**config.mk**
```make
export PLATFORM = sky130hd
export DESIGN_NAME = ppd_ctrl
export DESIGN_NICKNAME = d
export VERILOG_FILES = /design/src/hw/rtl/point_polygon_distance_assert.svh /design/src/hw/rtl/ppd_pkg.sv /design/src/hw/rtl/ppd_ctrl.sv
export SDC_FILE = /design/constraint.sdc
export NUM_CORES = 1
export LEC_CHECK = 0
export BUFFER_PORTS_ARGS = -buffer_cell sky130_fd_sc_hd__buf_2
export CAP_MARGIN = 5
export CORE_UTILIZATION = 25
export CTS_CLUSTER_DIAMETER = 30
export CTS_CLUSTER_SIZE = 16
export DETAILED_ROUTE_END_ITERATION = 8
export PLACE_DENSITY_LB_ADDON = 0.15
export SLEW_MARGIN = 30
export SYNTH_ARGS = -nofsm -noshare
export SYNTH_HDL_FRONTEND = slang
export SYNTH_SLANG_ARGS = --single-unit
```
**constraint.sdc**
```tcl
create_clock -name aclk -period 1.5 [get_ports aclk]
set_input_delay 0.075 -clock aclk [delete_from_list [all_inputs] [get_ports aclk]]
set_output_delay 0.075 -clock aclk [all_outputs]
set_load 0.05 [all_outputs]
```
**src/hw/rtl/point_polygon_distance_assert.svh**
```systemverilog
// Assertion macros for the point-to-polygon distance block.
`ifndef POINT_POLYGON_DISTANCE_ASSERT_SVH
`define POINT_POLYGON_DISTANCE_ASSERT_SVH

// Same-cycle implication, disabled during reset.
`define PPD_ASSERT_NOW(label, clk, rstn, ante, cons) \
    label: assert property (@(posedge clk) disable iff (!(rstn)) (ante) |-> (cons)) \
        else $error("point_polygon_distance: check failed");

// Next-cycle implication, disabled during reset.
`define PPD_ASSERT_NEXT(label, clk, rstn, ante, cons) \
    label: assert property (@(posedge clk) disable iff (!(rstn)) (ante) |=> (cons)) \
        else $error("point_polygon_distance: check failed");

`endif

```
**src/hw/rtl/ppd_pkg.sv**
```systemverilog
`timescale 1ns / 1ps
package ppd_pkg;

    // Shared multiplier operand and product widths.
    localparam int MUL_W  = 33;
    localparam int PROD_W = 2 * MUL_W;
    // Wide signed width for sums, projections and differences.
    localparam int WIDE_W = PROD_W + 2;
    localparam int SQ_W   = 64;
    localparam int DIST_W = 33;
    localparam int MAG_W  = 32;
    localparam int ROOT_STEPS = SQ_W / 2;

    typedef enum logic [3:0] {
        OP_NONE,
        OP_LOAD,
        OP_MUL_AX,
        OP_CALC_V,
        OP_MUL_PROJ,
        OP_CALC_XY,
        OP_SQ_PROJ,
        OP_UPDATE,
        OP_SQRT_INIT,
        OP_SQRT_STEP,
        OP_EMIT
    } ppd_op_t;

endpackage

```
**src/hw/rtl/ppd_ctrl.sv**
```systemverilog
`timescale 1ns / 1ps
module ppd_ctrl (
    input  logic              aclk,
    input  logic              aresetn,
    input  logic              s_tvalid,
    input  logic              s_tlast,
    output logic              s_tready,
    output logic              m_tvalid,
    input  logic              m_tready,
    input  logic              sqrt_last,
    output ppd_pkg::ppd_op_t  op
);

    typedef enum logic [3:0] {
        ST_IDLE,
        ST_MUL_AX,
        ST_CALC_V,
        ST_MUL_PROJ,
        ST_CALC_XY,
        ST_SQ_PROJ,
        ST_UPDATE,
        ST_SQRT_INIT,
        ST_SQRT,
        ST_EMIT
    } state_t;

    state_t state_reg;
    logic   last_reg;
    logic   m_tvalid_reg;
    logic   emit_ok;

    assign s_tready = (state_reg == ST_IDLE);
    assign m_tvalid = m_tvalid_reg;
    assign emit_ok  = !m_tvalid_reg || m_tready;

    always_comb begin
        case (state_reg)
            ST_IDLE:      op = s_tvalid ? ppd_pkg::OP_LOAD : ppd_pkg::OP_NONE;
            ST_MUL_AX:    op = ppd_pkg::OP_MUL_AX;
            ST_CALC_V:    op = ppd_pkg::OP_CALC_V;
            ST_MUL_PROJ:  op = ppd_pkg::OP_MUL_PROJ;
            ST_CALC_XY:   op = ppd_pkg::OP_CALC_XY;
            ST_SQ_PROJ:   op = ppd_pkg::OP_SQ_PROJ;
            ST_UPDATE:    op = ppd_pkg::OP_UPDATE;
            ST_SQRT_INIT: op = ppd_pkg::OP_SQRT_INIT;
            ST_SQRT:      op = ppd_pkg::OP_SQRT_STEP;
            ST_EMIT:      op = emit_ok ? ppd_pkg::OP_EMIT : ppd_pkg::OP_NONE;
            default:      op = ppd_pkg::OP_NONE;
        endcase
    end

    always_ff @(posedge aclk) begin
        if (!aresetn) begin
            state_reg    <= ST_IDLE;
            last_reg     <= 1'b0;
            m_tvalid_reg <= 1'b0;
        end else begin
            if (state_reg == ST_EMIT && emit_ok) begin
                m_tvalid_reg <= 1'b1;
            end else if (m_tvalid_reg && m_tready) begin
                m_tvalid_reg <= 1'b0;
            end
            case (state_reg)
                ST_IDLE: begin
                    if (s_tvalid) begin
                        last_reg  <= s_tlast;
                        state_reg <= ST_MUL_AX;
                    end
                end
                ST_MUL_AX:    state_reg <= ST_CALC_V;
                ST_CALC_V:    state_reg <= ST_MUL_PROJ;
                ST_MUL_PROJ:  state_reg <= ST_CALC_XY;
                ST_CALC_XY:   state_reg <= ST_SQ_PROJ;
                ST_SQ_PROJ:   state_reg <= ST_UPDATE;
                ST_UPDATE:    state_reg <= last_reg ? ST_SQRT_INIT : ST_IDLE;
                ST_SQRT_INIT: state_reg <= ST_SQRT;
                ST_SQRT: begin
                    if (sqrt_last) begin
                        state_reg <= ST_EMIT;
                    end
                end
                ST_EMIT: begin
                    // hold until the output register is free
                    if (emit_ok) begin
                        state_reg <= ST_IDLE;
                    end
                end
                default: state_reg <= ST_IDLE;
            endcase
        end
    end

endmodule

```
==> flow_metrics.tcl, run 1 <==
set metrics [dict create \
    netlist_area_um2 389 \
    clock_latency_ps 250 \
    synth_edf_count 0 \
    worst_slew_pin_slew_ps 309 \
    p_int_mw 0.334 \
    critical-path-max-stage-delay_ps 330 \
    layout_common_cells "8 x buf_4, 6 x buf_2, 5 x a21oi_1" \
    die_width_um 41.5 \
    vias 392 \
    critPathMaxFanout 6 \
    synthArstFlopShare 0 \
    power.density_nw_per_um2 875 \
    status "finished clean" \
    wl_met2_um 423 \
    area_growth_pct 51.1 \
    synth-seq-cells 6 \
    route.top_layer_used "met4" \
    via_per_inst 4.96 \
    static-leakage-power_nw 0.244 \
    core-area_um2 1370 \
    cap_violations 0 \
    wl_met1_um 443 \
    initial_core_util 0.285 \
    antenna_found_initial 0 \
    crit_arrival_ps 1380 \
    place_inst 76 \
    cts_tree "yes" \
    hold_violations 0 \
    fin_nets 72 \
    place_area_um2 527 \
    avgRoutedWirePerCell_um 11.7 \
    combPwrFrac 0.353 \
    num_rows 13 \
    period_minus_slack_ps 1450 \
    final_common_cell "buf_4" \
    yosysWarningCount 0 \
    clockBufferDepth 2 \
    cts-root-buf "clkbuf_4" \
    critical_path_class "flip-flop to output port" \
    slowest_stage "dfxtp_2" \
    post-cts-setup-buffers 0 \
    drtAntennaViolNets 0 \
    rsz0062_at_grt "yes" \
    fmax_ghz 0.688 \
    diodes 0 \
    grt_overflow 0 \
    setup_viol 0 \
    grt_pass1_vias 345 \
    yosysSeqAreaShare 0.309 \
    detail_route.first_pass.iterations 4 \
    p_seq_frac 0.346 \
    fin_cells 79 \
    synth.distinct_cells 25 \
    swShare 0.352 \
    syn_inst 48 \
    clk_pin_slew_ps 50 \
    die-height_um 41.5 \
    max_slew_margin 0.792 \
    wl_met3_um 51 \
    largest_reg_flops 4 \
    clock-sinks 6 \
    place.gp.congestion 0.782 \
    grt_util_all_layers 0.118 \
    ys.flop_type "dfxtp_1" \
    final_area_um2 588 \
    cts-buffers-inserted 3 \
    ir_worst_vdd_mv 0.493 \
    drv_slew 0 \
    avgSynthCellArea_um2 8.11 \
    grt_max_degree 11 \
    power.switching_mw 0.181 \
    drc 0 \
    routed_wl_um 927 \
    htreeDepth 1 \
    post-route-period-util 0.969 \
    skew_ps 4.13 \
    initialDrtViolationCount 5 \
    drive_gt1_frac 0.531 \
    p_clk_frac 0.301 \
    hold_class "primary input to flip-flop" \
    port_buffers 11 \
    endpoint_kind "output port" \
    grt_pass1_wl_mm 1.54 \
    startpoint_type "flip-flop" \
    io_pins 12 \
    dp_hpwl_um 721 \
    crit_chain "buf_4, nand2b_1, o32ai_2, buf_6" \
    synth_nets 54 \
    die-area_um2 1720 \
    cp.required_ps 1420 \
]
## kinds of logic (layout without fill, tap and decap cells)
group / Yosys count / count (layout) / share of synthesized area
and+or+nand+nor: 22 / 22 / 0.350
DFF: 6 / 6 / 0.309
AOI/OAI and AO/OA: 13 / 13 / 0.222
buffers and inverters: 6 / 22 / 0.0965
xor gates and xnor gates: 1 / 1 / 0.0225
## cell type report
cell class | count | area, µm²
tap | 15 | 18.8
sequential | 6 | 125
clock buffer | 3 | 22.5
fill | 143 | 778
timing repair buffer | 17 | 120
multi-input combinational | 36 | 294
inverter | 2 | 7.51
## Yosys cell counts, drive strengths merged, types with 2 or more instances
cell    instances  area share
clkbuf          2       0.019
nand2           3       0.029
nand2b          4       0.064
nor3            2       0.026
a21oi           6       0.077
nor4            2       0.032
dfxtp           6        0.31
inv             2       0.019
or2             2       0.032
buf             2       0.058
or3b            2       0.051
nor2b           2       0.032
o21a            2       0.039
## routing by layer
metal  vias up  GRT usage
met1       176      0.161
li1        200          -
met3         2     0.0565
met5         -          0
met2        14      0.159
met4         0     0.0387
## repair_timing
action	CTS	global route
resized for setup	7	6
setup endpoints to repair	4	5
hold buffers	0	0
## critical path, delay by kind of cell (launching register included)
family / cells / cell delay, ps
buf+inv: 2 / 350
simple gates: 1 / 200
flops: 1 / 330
compound gates: 1 / 240
## power by group through the flow
stage,registers [mW],clock network [mW],logic (mW)
floorplan,0.174,0,0.132
global placement,0.180,0,0.165
detailed placement,0.180,0,0.164
CTS,0.177,0.160,0.175
global route,0.180,0.170,0.193
finish,0.178,0.155,0.182
## per-stage QoR
stage / utilization / setup slack, ps / total power, mW / hold WS, ps / setup TNS (ps)
2_1_floorplan: - / -110 / 0.306 / 193 / -126
4_1_cts: 0.418 / 12.9 / 0.513 / 81.8 / 0
3_3_place_gp: 0.386 / 124 / 0.345 / 342 / 0
5_1_grt: 0.430 / -30.9 / 0.543 / 93.9 / -55.6
3_5_place_dp: 0.386 / 121 / 0.344 / 345 / 0
6_report: 0.430 / 47.2 / 0.514 / 83.2 / 0
## final timing paths
kind | from | end | slack, ps | depth (start not counted)
min | s_tlast | last_reg | 80 | 3
max reg2reg | state_reg[2] | state_reg[0] | 120 | 3
max | state_reg[1] | op[1] | 50 | 4
min reg2reg | m_tvalid | m_tvalid | 560 | 2
Note: power is estimated with default switching activity, not from simulation.
==> run 2, diff against run 1 <==
--- a/config.mk
+++ b/config.mk
@@ -5,6 +5,7 @@
 export SDC_FILE = /design/constraint.sdc
 export NUM_CORES = 1
 export LEC_CHECK = 0
+export ABC_AREA = 1
 export BUFFER_PORTS_ARGS = -buffer_cell sky130_fd_sc_hd__buf_2
 export CAP_MARGIN = 5
 export CORE_UTILIZATION = 25
==> run 2 against run 1 <==
Against the previous run: first-iteration DRC count rose by 80%; design area fell by 15%; critical endpoint is now op[0]; global-route usage rose by 3.7 points; highest routed layer unchanged.
==> flow_metrics.tcl, run 2 <==
set metrics [dict create \
    synth_nets 73 \
    cts-buffers-inserted 3 \
    whs_ps 78.0 \
    final_area_um2 498 \
    cp.required_ps 1420 \
    grt_pass1_vias 410 \
    cp_common_cell "nand2_1" \
    io_pins 12 \
    htreeDepth 1 \
    swShare 0.559 \
    static-leakage-power_nw 0.282 \
    fmax_ghz 0.708 \
    vias 434 \
    slowest_stage "dfxtp_1" \
    place_area_um2 462 \
    post-cts-setup-buffers 0 \
    drive_gt1_frac 0.296 \
    place.gp.congestion 0.852 \
    via_per_inst 4.52 \
    synth_edf_count 0 \
    worst_slew_pin_slew_ps 251 \
    num_rows 13 \
    ir_worst_vdd_mv 1.02 \
    place_inst 93 \
    port_buffers 11 \
    hold_class "primary input to flip-flop" \
    grt_overflow 0 \
    yosysWarningCount 0 \
    cp.buffers_inverters 2 \
    period_minus_slack_ps 1410 \
    r2r_cells 7 \
    p_clk_frac 0.130 \
    dp_hpwl_um 805 \
    synth.distinct_cells 12 \
    avgSynthCellArea_um2 5.70 \
    critical-path-max-stage-delay_ps 340 \
    rsz0062_at_grt "no" \
    avgRoutedWirePerCell_um 9.94 \
    initialDrtViolationCount 9 \
    cp.depth 6 \
    area_growth_pct 30.5 \
    cts-root-buf "clkbuf_4" \
    clockBufferDepth 2 \
    synth_xor_area_frac 0 \
    core-area_um2 1370 \
    drv_slew 0 \
    detail_route.first_pass.iterations 4 \
    max_slew_margin 0.834 \
    rr_startpoint "state_reg[0]" \
    p_int_mw 0.494 \
    startpoint_type "flip-flop" \
    ys_top_cells_by_count "16 x nand2_1, 11 x inv_1, 10 x nor2_1" \
    crit_chain "nor2_1, nand2_1, inv_1, nand2_1, o2111ai_2, buf_4" \
    largest_reg_flops 4 \
    ys.flop_type "dfxtp_1" \
    routed_wl_um 954 \
    combPwrFrac 0.659 \
    power.switching_mw 0.626 \
    synth_fa_ha_area_frac 0 \
    crit_arrival_ps 1340 \
    crit_start "state_reg[1]" \
    cts_tree "yes" \
    antenna_found_initial 0 \
    grt_max_degree 6 \
    cap_violations 0 \
    synthArstFlopShare 0 \
    grt_util_all_layers 0.154 \
    synth_compound_area_frac 0.144 \
    clock_latency_ps 240 \
    drc 0 \
    endpoint_kind "output port" \
    die-area_um2 1690 \
    fin_nets 89 \
    clk_pin_slew_ps 40 \
    p_total_mw 1.12 \
    grt_pass1_wl_mm 1.60 \
    power.density_nw_per_um2 2250 \
    critPathMaxFanout 5 \
    synth_top_area_cell "dfxtp_1" \
    r2r_slack_ps 350 \
    synthMuxAreaShare 0 \
    yosysMostFrequentCell "nand2_1" \
    hold_violations 0 \
    rr_endpoint "state_reg[1]" \
    diodes 0 \
    fin_cells 96 \
    synth_top_area_share 0.315 \
    clock-sinks 6 \
    initial_core_util 0.279 \
    drtAntennaViolNets 0 \
    status "finished clean" \
    die-height_um 41.1 \
    syn_inst 67 \
    setup_tns_ps 0 \
    synthTopCellsByArea "dfxtp_1 31%, nand2_1 16%, inv_1 11%, nand3_1 10%, nor2_1 9.8%" \
    final_util 0.364 \
    cp_top_family "simple AND/OR/NAND/NOR gates" \
    skew_ps 4.18 \
    synth-simple-area-share 0.393 \
    post-route-period-util 0.942 \
    layout_common_cells "16 x nand2_1, 11 x inv_1, 8 x nor2_1, 8 x nand3_1, 8 x buf_2" \
    p_seq_frac 0.211 \
    setup_viol 0 \
    synth-seq-cells 6 \
    critical_path_class "flip-flop to output port" \
    final_common_cell "nand2_1" \
    yosysSeqAreaShare 0.315 \
    dp_slack_ps 271 \
    die_width_um 41.1 \
    synth_top_family_by_area "simple AND/OR/NAND/NOR gates" \
    fin_ws_ps 87.1 \
    crit_path_end "op[0]" \
    netlist_area_um2 382 \
]
[run 2: worst min path at each step]
stage | start | end | slack [ps] | depth (start not counted)
3_3_place_gp | aresetn | state_reg[1] | 300 | 3
4_1_cts | aresetn | state_reg[1] | 70 | 3
5_1_grt | aresetn | state_reg[1] | 130 | 3
2_1_floorplan | aresetn | state_reg[1] | 200 | 2
6_report | aresetn | state_reg[1] | 80 | 3
3_5_place_dp | aresetn | state_reg[1] | 320 | 3
[run 2: metal layers]
metal,global-route usage,routed length (µm),vias up
li1,-,-,236
met1,0.164,406,189
met2,0.258,488,7
met3,0.0815,49,2
met4,0.0500,10,0
met5,0,0,-
[run 2: worst reg2reg max path: stages, from the launching register on]
cell	delay (ps)
dfxtp_1	360
inv_2	70
nand2_1	110
inv_1	70
nor2_1	140
nor2_1	60
o21ai_0	160
inv_1	60
[run 2: cell type report]
type                    instances  area (µm²)
multi-input cells              46         216
well taps                      15        18.8
inverters                      15        56.3
clock buffers                   3        22.5
flip-flops and latches          6         121
fillers                       180         868
repair buffers                 11        62.6
[run 2: power groups by stage]
stage	registers (mW)	clock network, mW	logic (mW)
3_5_place_dp	0.237	0	0.711
6_report	0.236	0.146	0.739
2_1_floorplan	0.230	0	0.576
5_1_grt	0.242	0.165	0.801
4_1_cts	0.235	0.151	0.712
3_3_place_gp	0.238	0	0.712
[run 2: kinds of logic after synthesis]
kind of cell    after synthesis
simple gates                 36
buf+inv                      15
compound gates               10
flops                         6
[run 2: timing repair]
action | CTS | global route
gates resized for setup | 0 | 7
endpoints found under the hold margin | 0 | 0
hold buffers | 0 | 0
endpoints found under the setup margin | 0 | 3
